`src/rtl/swa_pkg.sv`:
```
// Shared types, constants and the sigmoid segment tables for the SwiGLU block.
`default_nettype none
package swa_pkg;

	localparam int DATA_WIDTH    = 16;
	localparam int FRAC_BITS     = 12;
	localparam int SEGMENT_COUNT = 32;

	localparam int GRID_POINTS = 256;
	localparam int HALF_GRID   = GRID_POINTS / 2;
	localparam int GRID_SHIFT  = FRAC_BITS - 4;
	localparam int SEG_RATIO   = GRID_POINTS / SEGMENT_COUNT;
	localparam int SEG_SHIFT   = GRID_SHIFT + $clog2(SEG_RATIO);
	localparam int SEG_IDX_W   = $clog2(SEGMENT_COUNT);
	localparam int SIG_W       = 17;
	localparam int SIG_FRAC    = 16;
	localparam int EXT_W       = ((DATA_WIDTH > FRAC_BITS + 4) ? DATA_WIDTH : FRAC_BITS + 4) + 1;
	localparam int XS_W        = DATA_WIDTH + SIG_W + 1;
	localparam int SILU_W      = DATA_WIDTH + 1;
	localparam int PR_W        = 2 * DATA_WIDTH + 1;

	localparam logic [63:0] EXP_STEP_Q32 = 64'd4034748382;

	localparam logic [SIG_W-1:0] SIG_ONE = SIG_W'(1) << SIG_FRAC;

	localparam logic signed [EXT_W-1:0] RANGE_HI = EXT_W'(1) << (FRAC_BITS + 3);
	localparam logic signed [EXT_W-1:0] RANGE_LO = -RANGE_HI;

	localparam logic signed [XS_W-1:0] XS_HALF = XS_W'(1) << (SIG_FRAC - 1);
	localparam logic signed [PR_W-1:0] PR_HALF = PR_W'(1) << (FRAC_BITS - 1);

	localparam logic signed [DATA_WIDTH-1:0] OUT_MAX = {1'b0, {(DATA_WIDTH-1){1'b1}}};
	localparam logic signed [DATA_WIDTH-1:0] OUT_MIN = {1'b1, {(DATA_WIDTH-1){1'b0}}};
	localparam logic signed [PR_W-1:0] RES_MAX = PR_W'(OUT_MAX);
	localparam logic signed [PR_W-1:0] RES_MIN = PR_W'(OUT_MIN);

	typedef logic [SIG_W-1:0] sig_grid_t [GRID_POINTS+1];
	typedef logic [SIG_W-1:0] seg_tab_t [SEGMENT_COUNT];

	typedef struct packed {
		logic signed [DATA_WIDTH-1:0] gate_value;
		logic signed [DATA_WIDTH-1:0] up_value;
	} swa_in_t;

	typedef struct packed {
		logic signed [DATA_WIDTH-1:0] product;
		logic                         overflow;
	} swa_out_t;

	typedef struct packed {
		logic signed [DATA_WIDTH-1:0] gate_value;
		logic signed [DATA_WIDTH-1:0] up_value;
		logic        [SIG_W-1:0]      sig;
	} swa_sig_t;

	// Restoring long division for building the constant tables.
	function automatic logic [63:0] udiv64(logic [63:0] n, logic [63:0] d);
		logic [63:0] q;
		logic [64:0] r;
		q = '0;
		r = '0;
		for (int i = 63; i >= 0; i--) begin
			r = {r[63:0], n[i]};
			if (r >= {1'b0, d}) begin
				r    = r - {1'b0, d};
				q[i] = 1'b1;
			end
		end
		return q;
	endfunction

	// Sigmoid samples in Q16 on the grid k/16 - 8, from e^(-m/16) in Q32.
	function automatic sig_grid_t build_sig_grid();
		logic [63:0] e [HALF_GRID+1];
		logic [63:0] ev;
		logic [63:0] den;
		logic [63:0] num;
		int          m;
		sig_grid_t   g;
		e[0] = 64'd1 << 32;
		for (int k = 1; k <= HALF_GRID; k++) begin
			e[k] = (e[k-1] * EXP_STEP_Q32 + (64'd1 << 31)) >> 32;
		end
		for (int k = 0; k <= GRID_POINTS; k++) begin
			m   = k - HALF_GRID;
			ev  = e[(m >= 0) ? m : -m];
			den = (64'd1 << 32) + ev;
			num = (m >= 0) ? (64'd1 << 48) : (ev << 16);
			g[k] = SIG_W'(udiv64(num + (den >> 1), den));
		end
		return g;
	endfunction

	function automatic seg_tab_t build_seg_y0(sig_grid_t g);
		seg_tab_t t;
		for (int s = 0; s < SEGMENT_COUNT; s++) begin
			t[s] = g[s * SEG_RATIO];
		end
		return t;
	endfunction

	function automatic seg_tab_t build_seg_dy(sig_grid_t g);
		seg_tab_t t;
		for (int s = 0; s < SEGMENT_COUNT; s++) begin
			t[s] = g[(s + 1) * SEG_RATIO] - g[s * SEG_RATIO];
		end
		return t;
	endfunction

	localparam sig_grid_t SIG_GRID = build_sig_grid();
	localparam seg_tab_t  SEG_Y0   = build_seg_y0(SIG_GRID);
	localparam seg_tab_t  SEG_DY   = build_seg_dy(SIG_GRID);

endpackage
`default_nettype wire

```
`src/rtl/swa_sigmoid.sv`:
```
// Four-stage piecewise-linear sigmoid of the gate element, up element carried along.
`default_nettype none
module swa_sigmoid (
	input  wire logic              clk,
	input  wire logic              arst_n,
	input  wire logic              in_valid,
	output logic                   in_ready,
	input  wire swa_pkg::swa_in_t  in_data,
	output logic                   out_valid,
	input  wire logic              out_ready,
	output swa_pkg::swa_sig_t      out_data
);

	logic signed [swa_pkg::EXT_W-1:0] x_ext;
	logic        [swa_pkg::EXT_W-1:0] x_pos;
	logic take_s1, take_s2, take_s3, take_s4;
	logic vld_s1, vld_s2, vld_s3, vld_s4;

	logic signed [swa_pkg::DATA_WIDTH-1:0] x_s1, x_s2, x_s3;
	logic signed [swa_pkg::DATA_WIDTH-1:0] up_s1, up_s2, up_s3;
	logic [swa_pkg::SEG_IDX_W-1:0] seg_s1;
	logic [swa_pkg::SEG_SHIFT-1:0] off_s1, off_s2;
	logic below_s1, below_s2, below_s3;
	logic above_s1, above_s2, above_s3;
	logic [swa_pkg::SIG_W-1:0] y0_s2, y0_s3, dy_s2;
	logic [swa_pkg::SIG_W+swa_pkg::SEG_SHIFT-1:0] interp_s3;
	swa_pkg::swa_sig_t beat_s4;

	assign x_ext = swa_pkg::EXT_W'(in_data.gate_value);
	assign x_pos = x_ext - swa_pkg::RANGE_LO;

	assign take_s4  = !vld_s4 || out_ready;
	assign take_s3  = !vld_s3 || take_s4;
	assign take_s2  = !vld_s2 || take_s3;
	assign take_s1  = !vld_s1 || take_s2;
	assign in_ready = take_s1;

	always_ff @(posedge clk or negedge arst_n) begin
		if (!arst_n) begin
			vld_s1 <= 1'b0;
			vld_s2 <= 1'b0;
			vld_s3 <= 1'b0;
			vld_s4 <= 1'b0;
		end else begin
			if (take_s1) vld_s1 <= in_valid;
			if (take_s2) vld_s2 <= vld_s1;
			if (take_s3) vld_s3 <= vld_s2;
			if (take_s4) vld_s4 <= vld_s3;
		end
	end

	always_ff @(posedge clk) begin
		if (take_s1) begin
			x_s1     <= in_data.gate_value;
			up_s1    <= in_data.up_value;
			seg_s1   <= x_pos[swa_pkg::SEG_SHIFT +: swa_pkg::SEG_IDX_W];
			off_s1   <= x_pos[swa_pkg::SEG_SHIFT-1:0];
			below_s1 <= x_ext < swa_pkg::RANGE_LO;
			above_s1 <= x_ext >= swa_pkg::RANGE_HI;
		end
		if (take_s2) begin
			x_s2     <= x_s1;
			up_s2    <= up_s1;
			off_s2   <= off_s1;
			below_s2 <= below_s1;
			above_s2 <= above_s1;
			y0_s2    <= swa_pkg::SEG_Y0[seg_s1];
			dy_s2    <= swa_pkg::SEG_DY[seg_s1];
		end
		if (take_s3) begin
			x_s3      <= x_s2;
			up_s3     <= up_s2;
			below_s3  <= below_s2;
			above_s3  <= above_s2;
			y0_s3     <= y0_s2;
			interp_s3 <= {{swa_pkg::SEG_SHIFT{1'b0}}, dy_s2}
				* {{swa_pkg::SIG_W{1'b0}}, off_s2};
		end
		if (take_s4) begin
			beat_s4.gate_value <= x_s3;
			beat_s4.up_value   <= up_s3;
			if (below_s3) begin
				beat_s4.sig <= '0;
			end else if (above_s3) begin
				beat_s4.sig <= swa_pkg::SIG_ONE;
			end else begin
				beat_s4.sig <= y0_s3 + interp_s3[swa_pkg::SEG_SHIFT +: swa_pkg::SIG_W];
			end
		end
	end

	assign out_valid = vld_s4;
	assign out_data  = beat_s4;

endmodule
`default_nettype wire

```
`src/rtl/swa_gate_mul.sv`:
```
// Four-stage gated product: x*sigmoid, round, times up, round and saturate.
`default_nettype none
module swa_gate_mul (
	input  wire logic              clk,
	input  wire logic              arst_n,
	input  wire logic              in_valid,
	output logic                   in_ready,
	input  wire swa_pkg::swa_sig_t in_data,
	output logic                   out_valid,
	input  wire logic              out_ready,
	output swa_pkg::swa_out_t      out_data
);

	logic take_s5, take_s6, take_s7, take_s8;
	logic vld_s5, vld_s6, vld_s7, vld_s8;

	logic signed [swa_pkg::XS_W-1:0]       xs_s5;
	logic signed [swa_pkg::XS_W-1:0]       xs_rnd;
	logic signed [swa_pkg::DATA_WIDTH-1:0] up_s5, up_s6;
	logic signed [swa_pkg::SILU_W-1:0]     silu_s6;
	logic signed [swa_pkg::PR_W-1:0]       prod_s7;
	logic signed [swa_pkg::PR_W-1:0]       res_rnd;
	swa_pkg::swa_out_t                     res_s8;

	assign xs_rnd  = xs_s5 + swa_pkg::XS_HALF;
	assign res_rnd = (prod_s7 + swa_pkg::PR_HALF) >>> swa_pkg::FRAC_BITS;

	assign take_s8  = !vld_s8 || out_ready;
	assign take_s7  = !vld_s7 || take_s8;
	assign take_s6  = !vld_s6 || take_s7;
	assign take_s5  = !vld_s5 || take_s6;
	assign in_ready = take_s5;

	always_ff @(posedge clk or negedge arst_n) begin
		if (!arst_n) begin
			vld_s5 <= 1'b0;
			vld_s6 <= 1'b0;
			vld_s7 <= 1'b0;
			vld_s8 <= 1'b0;
		end else begin
			if (take_s5) vld_s5 <= in_valid;
			if (take_s6) vld_s6 <= vld_s5;
			if (take_s7) vld_s7 <= vld_s6;
			if (take_s8) vld_s8 <= vld_s7;
		end
	end

	always_ff @(posedge clk) begin
		if (take_s5) begin
			xs_s5 <= swa_pkg::XS_W'(in_data.gate_value)
				* swa_pkg::XS_W'($signed({1'b0, in_data.sig}));
			up_s5 <= in_data.up_value;
		end
		if (take_s6) begin
			silu_s6 <= xs_rnd[swa_pkg::SIG_FRAC +: swa_pkg::SILU_W];
			up_s6   <= up_s5;
		end
		if (take_s7) begin
			prod_s7 <= swa_pkg::PR_W'(silu_s6) * swa_pkg::PR_W'(up_s6);
		end
		if (take_s8) begin
			if (res_rnd > swa_pkg::RES_MAX) begin
				res_s8.product  <= swa_pkg::OUT_MAX;
				res_s8.overflow <= 1'b1;
			end else if (res_rnd < swa_pkg::RES_MIN) begin
				res_s8.product  <= swa_pkg::OUT_MIN;
				res_s8.overflow <= 1'b1;
			end else begin
				res_s8.product  <= res_rnd[swa_pkg::DATA_WIDTH-1:0];
				res_s8.overflow <= 1'b0;
			end
		end
	end

	assign out_valid = vld_s8;
	assign out_data  = res_s8;

endmodule
`default_nettype wire

```
`src/rtl/swiglu_activation_top.sv`:
```
// Top level of the SwiGLU activation block: sigmoid pipeline feeding the gated product.
//
//   channel | direction | handshake          | beat
//   in      | sink      | in_valid/in_ready   | swa_in_t  (gate_value, up_value)
//   out     | source    | out_valid/out_ready | swa_out_t (product, overflow)
//
// One beat per cycle sustained while out is not stalled.
// The path runs through eight register stages: four for the sigmoid segment
// lookup and interpolation, four for the two multiplies with their rounding.
// Reset clears every stage valid bit; payload registers are not reset.
// A stall on out freezes the unbroken run of full stages behind it; other stages keep moving into empty ones.
`default_nettype none
module swiglu_activation_top (
	input  wire logic             clk,
	input  wire logic             arst_n,
	input  wire logic             in_valid,
	output logic                  in_ready,
	input  wire swa_pkg::swa_in_t in_data,
	output logic                  out_valid,
	input  wire logic             out_ready,
	output swa_pkg::swa_out_t     out_data
);

	logic              sig_valid;
	logic              sig_ready;
	swa_pkg::swa_sig_t sig_data;

	swa_sigmoid u_sigmoid (
		.clk       (clk),
		.arst_n    (arst_n),
		.in_valid  (in_valid),
		.in_ready  (in_ready),
		.in_data   (in_data),
		.out_valid (sig_valid),
		.out_ready (sig_ready),
		.out_data  (sig_data)
	);

	swa_gate_mul u_gate_mul (
		.clk       (clk),
		.arst_n    (arst_n),
		.in_valid  (sig_valid),
		.in_ready  (sig_ready),
		.in_data   (sig_data),
		.out_valid (out_valid),
		.out_ready (out_ready),
		.out_data  (out_data)
	);

endmodule
`default_nettype wire

```
`config.mk`:
```
export PLATFORM = sky130hd
export DESIGN_NAME = swiglu_activation_top
export DESIGN_NICKNAME = d
export VERILOG_FILES = /design/src/rtl/swa_pkg.sv /design/src/rtl/swa_sigmoid.sv /design/src/rtl/swa_gate_mul.sv /design/src/rtl/swiglu_activation_top.sv
export SDC_FILE = /design/constraint.sdc
export NUM_CORES = 2
export LEC_CHECK = 0
export BUFFER_PORTS_ARGS = -buffer_cell sky130_fd_sc_hd__buf_2
export CAP_MARGIN = 25
export CELL_PAD_IN_SITES_DETAIL_PLACEMENT = 0
export CELL_PAD_IN_SITES_GLOBAL_PLACEMENT = 2
export CORE_ASPECT_RATIO = 0.6
export CORE_MARGIN = 8
export CORE_UTILIZATION = 44
export CTS_BUF_LIST = sky130_fd_sc_hd__clkbuf_4 sky130_fd_sc_hd__clkbuf_8 sky130_fd_sc_hd__clkbuf_16
export CTS_CLUSTER_SIZE = 40
export DETAILED_ROUTE_END_ITERATION = 12
export HOLD_SLACK_MARGIN = 0.08
export PLACE_DENSITY = 0.88
export SLEW_MARGIN = 20
export SYNTH_ARGS = -nofsm -noshare
export SYNTH_HDL_FRONTEND = slang
export SYNTH_HIERARCHICAL = 1
export SYNTH_SLANG_ARGS = --single-unit
```
`constraint.sdc`:
```
create_clock -name clk -period 8.6 [get_ports clk]
set_input_delay 1.72 -clock clk [delete_from_list [all_inputs] [get_ports clk]]
set_output_delay 1.72 -clock clk [all_outputs]
set_load 0.02 [all_outputs]
```
# After elaboration in Yosys (flattened, before gate mapping)
# Memory sizes are Yosys's and may differ from the RTL's. A register that Yosys moved wholly into a read port is not among the register bits.
# Cells that the tools add are included.
# word_totals
reg_bits	363
romBits	1088
input_bits	36
output_inout_bits	19
word_cells	69
memories	2
# op_classes
n_addsub	4
multipliers	3
n_lt_le_gt_ge	4
muxes	2
bitwise	1
n_reduce_logical	17
# memory_table
memory	depth	width	rd	rd_ports_with_merged_regs	write_ports	line_no	source
(name not given)	32	17	1	1	0	swa_sigmoid.sv:67	y0_s2 <= swa_pkg::SEG_Y0[seg_s1];
(name not given)	32	17	1	1	0	swa_sigmoid.sv:68	dy_s2 <= swa_pkg::SEG_DY[seg_s1];
# ops
cell	n
17-bit two-way mux	2
33-bit by 13-bit adder with 33-bit output (second input constant)	1
33-bit by 17-bit adder with 33-bit output (second input constant)	1
16-bit by 18-bit multiplier with 33-bit output	1
17-bit by 16-bit multiplier with 33-bit output	1
17-bit by 11-bit multiplier with 28-bit output	1
21-bit by 16-bit > comparator with 1-bit output (second input constant)	1
21-bit by 16-bit less-than comparator with 1-bit output (second input constant)	1
17-bit adder	1
16-bit by 17-bit >= comparator with 1-bit output (second input constant)	1
16-bit less-than comparator (second input constant)	1
16-bit subtractor (second input constant)	1
1-bit logical NOT	8
1-bit logical OR	8
5-bit inverter with 6-bit output	1
2-bit OR reduction	1

# Logic depth before layout (Yosys ltp)
# depth
depth_word	9
ltp_mapped	24
depth_no_buf	23

# Hierarchy
# The synthesis kept the hierarchy.
# modules_own_cells
mod	n_inst	cells_per_inst	area_each_um2	seq_area_each_um2
swa_gate_mul	1	2333	22918.2	3283.1
swa_sigmoid	1	1044	12690.9	6376.1

# Worst setup path after synthesis
# No wires, ideal clock.
# synth_path
path_kind	in2out
from	input out_ready
to	output in_ready
arrival_ns	4.797
required_ns	6.880
setup_slack_ns	2.083
path_stages	4
path_buffers	0
path_cell_list	nor2b_1 > nand4_1 > nor2b_1 > nand4_1
# synth_via
elab_chain_cells	8
# synth_lines
element	line_no	source
start: declaration	swiglu_activation_top.sv:20	input wire logic out_ready,
1-bit logical OR	swa_gate_mul.sv:28	assign take_s8 = !vld_s8 || out_ready;
1-bit logical OR	swa_gate_mul.sv:29	assign take_s7 = !vld_s7 || take_s8;
1-bit logical OR	swa_gate_mul.sv:30	assign take_s6 = !vld_s6 || take_s7;
1-bit logical OR	swa_gate_mul.sv:31	assign take_s5 = !vld_s5 || take_s6;
named net sig_ready	swiglu_activation_top.sv:25	logic sig_ready;
1-bit logical OR	swa_sigmoid.sv:32	assign take_s4 = !vld_s4 || out_ready;
1-bit logical OR	swa_sigmoid.sv:33	assign take_s3 = !vld_s3 || take_s4;
1-bit logical OR	swa_sigmoid.sv:34	assign take_s2 = !vld_s2 || take_s3;
1-bit logical OR	swa_sigmoid.sv:35	assign take_s1 = !vld_s1 || take_s2;
end: declaration	swiglu_activation_top.sv:17	output logic in_ready,
# The timed path passes the listed nets, and every way through them passes these cells.

# Final worst setup path
# layout_path
from	register u_gate_mul/up_s6[15] (netlist name)
to	register u_gate_mul/prod_s7[27] (netlist name), data pin
# layout_via
elab_chain_cells	1
# layout_lines
element	line_no	source
start: declaration	swa_gate_mul.sv:19	logic signed [swa_pkg::DATA_WIDTH-1:0] up_s5, up_s6;
start signal: assignment	swa_gate_mul.sv:56	up_s6 <= up_s5;
17-bit by 16-bit multiplier with 33-bit output	swa_gate_mul.sv:59	prod_s7 <= swa_pkg::PR_W'(silu_s6) * swa_pkg::PR_W'(up_s6);
end signal: assignment	swa_gate_mul.sv:59	
end: declaration	swa_gate_mul.sv:21	logic signed [swa_pkg::PR_W-1:0] prod_s7;
# Every way passes these cells.
# A chain may end at the register's enable or synchronous reset.

==> results.json <==
{
  "grt_pass1_vias": 22400,
  "rows": 80,
  "die_height_um": 236,
  "crit_start": "u_gate_mul/up_s6[15]$_DFFE_PP_",
  "synth_seq_cells": 323,
  "cp-end-kind": "flip-flop",
  "core_area_um2": 79800,
  "yosysSeqAreaShare_pct": 27.1,
  "die_w_um": 383,
  "status": "finished, final reports clean",
  "worstHoldEndpoint": "u_sigmoid/x_s2[7]$_DFFE_PP_",
  "synth-edff-count": 315,
  "postSynth.asyncResetShare_pct": 2.48,
  "cts_resized": 0,
  "drive_gt1_share_pct": 5.10,
  "synthTopCellsByCount": "inv_1, fa_1, nand2_1, and2_1, edfxtp_1",
  "overflow": 0,
  "period_share_pct": 82.1,
  "fin_tns_setup_ns": 0,
  "synthCells": 3377,
  "clock_path_buffers": 3,
  "clockRootBuffer": "clkbuf_16",
  "drc_errors": 0,
  "r2r_end": "u_gate_mul/prod_s7[27]$_DFFE_PP_",
  "drt-total-wl_um": 79600,
  "critical_path_arrival_ns": 7.39,
  "dr.first_iter.drc_count": 1634,
  "synth_area_um2": 35600,
  "clock_skew_ns": 0.0241,
  "ys_top_cells_by_area": "fa_1, edfxtp_1, ha_1",
  "finalMaxSlewViolations": 0,
  "wl_per_cell_um": 17.9,
  "synth_warnings": 6,
  "synthDistinctLibCells": 81,
  "max_freq_ghz": 0.142,
  "initial_core_util_pct": 44.6,
  "fillers": 7353,
  "clk_latency_ns": 0.58,
  "hpwl_um": 64900,
  "start_kind": "flip-flop",
  "fin_nets": 4269,
  "hold_path.class": "flip-flop to flip-flop",
  "dr.pass1.iters": 5,
  "reg2reg_depth": 20,
  "clk_pin_slew_ns": 0.07,
  "yosysMostFrequentCell": "inv_1",
  "cts_max_level": 2,
  "finalSetupViolCount": 0,
  "crit_required_ns": 8.93,
  "syn_nets": 4277,
  "grt_pass1_wl_um": 129000,
  "min_from": "u_sigmoid/x_s1[7]$_DFFE_PP_",
  "grt_usage_pct": 17.9,
  "ant_nets": 0,
  "via_per_inst": 5.02,
  "ff2ff_setup_slack_ns": 1.54,
  "cts_buffers": 34,
  "cts.sinks": 323,
  "maxCapViolCount": 0,
  "synth.avg_cell_area_um2": 10.5,
  "max_slew.worst_pin.slew_ns": 0.983,
  "synth_top_area_share_pct": 32.7,
  "antenna_found_initial": 0,
  "vias": 22400,
  "yosys_most_used_dff": "edfxtp_1",
  "gp_congestion": 0.826,
  "dieArea_um2": 90600,
  "postCtsHoldBufs": 0,
  "io_buffers": 54,
  "fin_crit_ns": 7.06,
  "hold_viol": 0,
  "slew-limit-headroom_pct": 34.0,
  "io_pins": 55,
  "rsz0062_at_grt": "false",
  "hold_depth": 0,
  "antenna_cells": 0,
  "critPathKind": "flip-flop to flip-flop",
  "syn2layout_area_growth_pct": 7.01,
  "r2r-start": "u_gate_mul/up_s6[15]$_DFFE_PP_",
  "cts_tree": "built",
  "grt_max_degree": 66,
  "crit_fanout": 10,
  "yosys.area.top_type": "fa_1",
  "post-cts-setup-buffer-count": 0
}
==> flip-flops by register name (all words and copies together), names as in the netlist, 13 cells and up <==
signal               flops
u_sigmoid/interp_s3     15
u_gate_mul/silu_s6      17
u_sigmoid/x_s3          16
u_sigmoid/y0_s2         16
u_sigmoid/x_s1          16
u_sigmoid/x_s2          16
u_sigmoid/dy_s2         13
u_sigmoid/up_s1         16
u_gate_mul/prod_s7      22
u_gate_mul/out_data     17
u_sigmoid/up_s2         16
u_sigmoid/y0_s3         16
u_gate_mul/up_s5        16
u_gate_mul/up_s6        16
u_sigmoid/out_data      49
u_gate_mul/xs_s5        18
u_sigmoid/up_s3         16
==> through the flow <==
step | area, um^2 | hold WS, ns | std cells | util [%] | setup WS, ns
global route | 38100 | 0.421 | 4457 | 47.8 | 1.08
CTS | 38100 | 0.410 | 4455 | 47.7 | 1.59
floorplan | 35600 | 0.400 | 3377 | - | 2.08
finish | 38100 | 0.408 | 4457 | 47.8 | 1.54
global placement | 36900 | 0.400 | 4397 | 46.3 | 1.62
detailed placement | 36900 | 0.405 | 4397 | 46.3 | 1.57
==> critical path, stage by stage (launching register included) <==
cell	delay, ns
edfxtp_1	0.65
inv_1	0.37
buf_4	0.28
nor2_1	0.22
fa_1	0.46
fa_1	0.52
fa_1	0.52
fa_1	0.52
fa_1	0.54
inv_1	0.05
fa_1	0.53
inv_1	0.04
ha_1	0.37
a21o_1	0.19
a21o_1	0.17
a21oi_1	0.31
o21ai_0	0.13
a211oi_1	0.45
o21ai_1	0.17
a31oi_1	0.23
xnor2_1	0.09
==> cells in the final DEF (no fill, tap or decap), types with 17 or more instances in the layout <==
master,synthesis,final
nand2_1,390,389
clkbuf_16,0,34
buf_2,2,54
and2_1,316,316
nand4_1,18,18
buf_4,1,23
ha_1,283,283
edfxtp_1,315,315
and3_1,17,17
a21o_1,22,22
nor2_1,87,87
inv_1,718,717
nand3_1,34,33
xnor2_1,70,70
nand2b_1,30,30
nor3_1,20,20
xor2_1,35,35
fa_1,581,581
nor2b_1,19,19
a21oi_1,73,73
o21ai_0,67,67
==> worst max path at each step <==
| stage | endpoint | slack [ns] | cells after the start |
|---|---|---|---|
| after CTS | u_gate_mul/prod_s7[32]$_DFFE_PP_ | 1.59 | 19 |
| after global placement | u_gate_mul/prod_s7[32]$_DFFE_PP_ | 1.62 | 19 |
| after detailed placement | u_gate_mul/prod_s7[32]$_DFFE_PP_ | 1.57 | 19 |
| after floorplan | in_ready | 2.08 | 4 |
| final | u_gate_mul/prod_s7[27]$_DFFE_PP_ | 1.54 | 20 |
| after global routing | u_gate_mul/prod_s7[32]$_DFFE_PP_ | 1.08 | 19 |
==> kinds of logic (layout without fill, tap and decap cells) <==
kind of cell / Yosys count / count (layout) / synth area share, %
simple gates: 966 / 966 / 13.6
fa+ha+maj: 864 / 864 / 42.6
buf+inv: 841 / 855 / 8.92
flops: 323 / 323 / 27.1
compound gates: 273 / 273 / 5.02
xor+xnor: 105 / 105 / 2.58
mux: 4 / 4 / 0.148
other cells: 1 / 1 / 0.0105
==> layout make-up <==
cell class / instances / area [um^2] / area share (%)
Multi-Input combinational cell: 2213 / 22800 / 59.8
Sequential cell: 323 / 9660 / 25.3
Inverter: 718 / 2700 / 7.08
Tap cell: 1066 / 1330 / 3.50
Clock buffer: 38 / 893 / 2.34
Timing Repair Buffer: 79 / 482 / 1.26
Clock inverter: 20 / 255 / 0.670
==> per-layer routing <==
| metal | global-route usage (%) | share of wire (%) | wire, um | up-vias |
|---|---|---|---|---|
| met5 | 0 | 0 | 0 | - |
| met4 | 2.22 | 0.75 | 595 | 0 |
| met3 | 3.55 | 7.2 | 5750 | 40 |
| met2 | 21.9 | 36 | 28900 | 590 |
| met1 | 31.5 | 56 | 44300 | 11300 |
| li1 | - | - | - | 10500 |
Power is not shown: default switching activity piles up to over one toggle a cycle in this logic, so the estimate is an artifact.
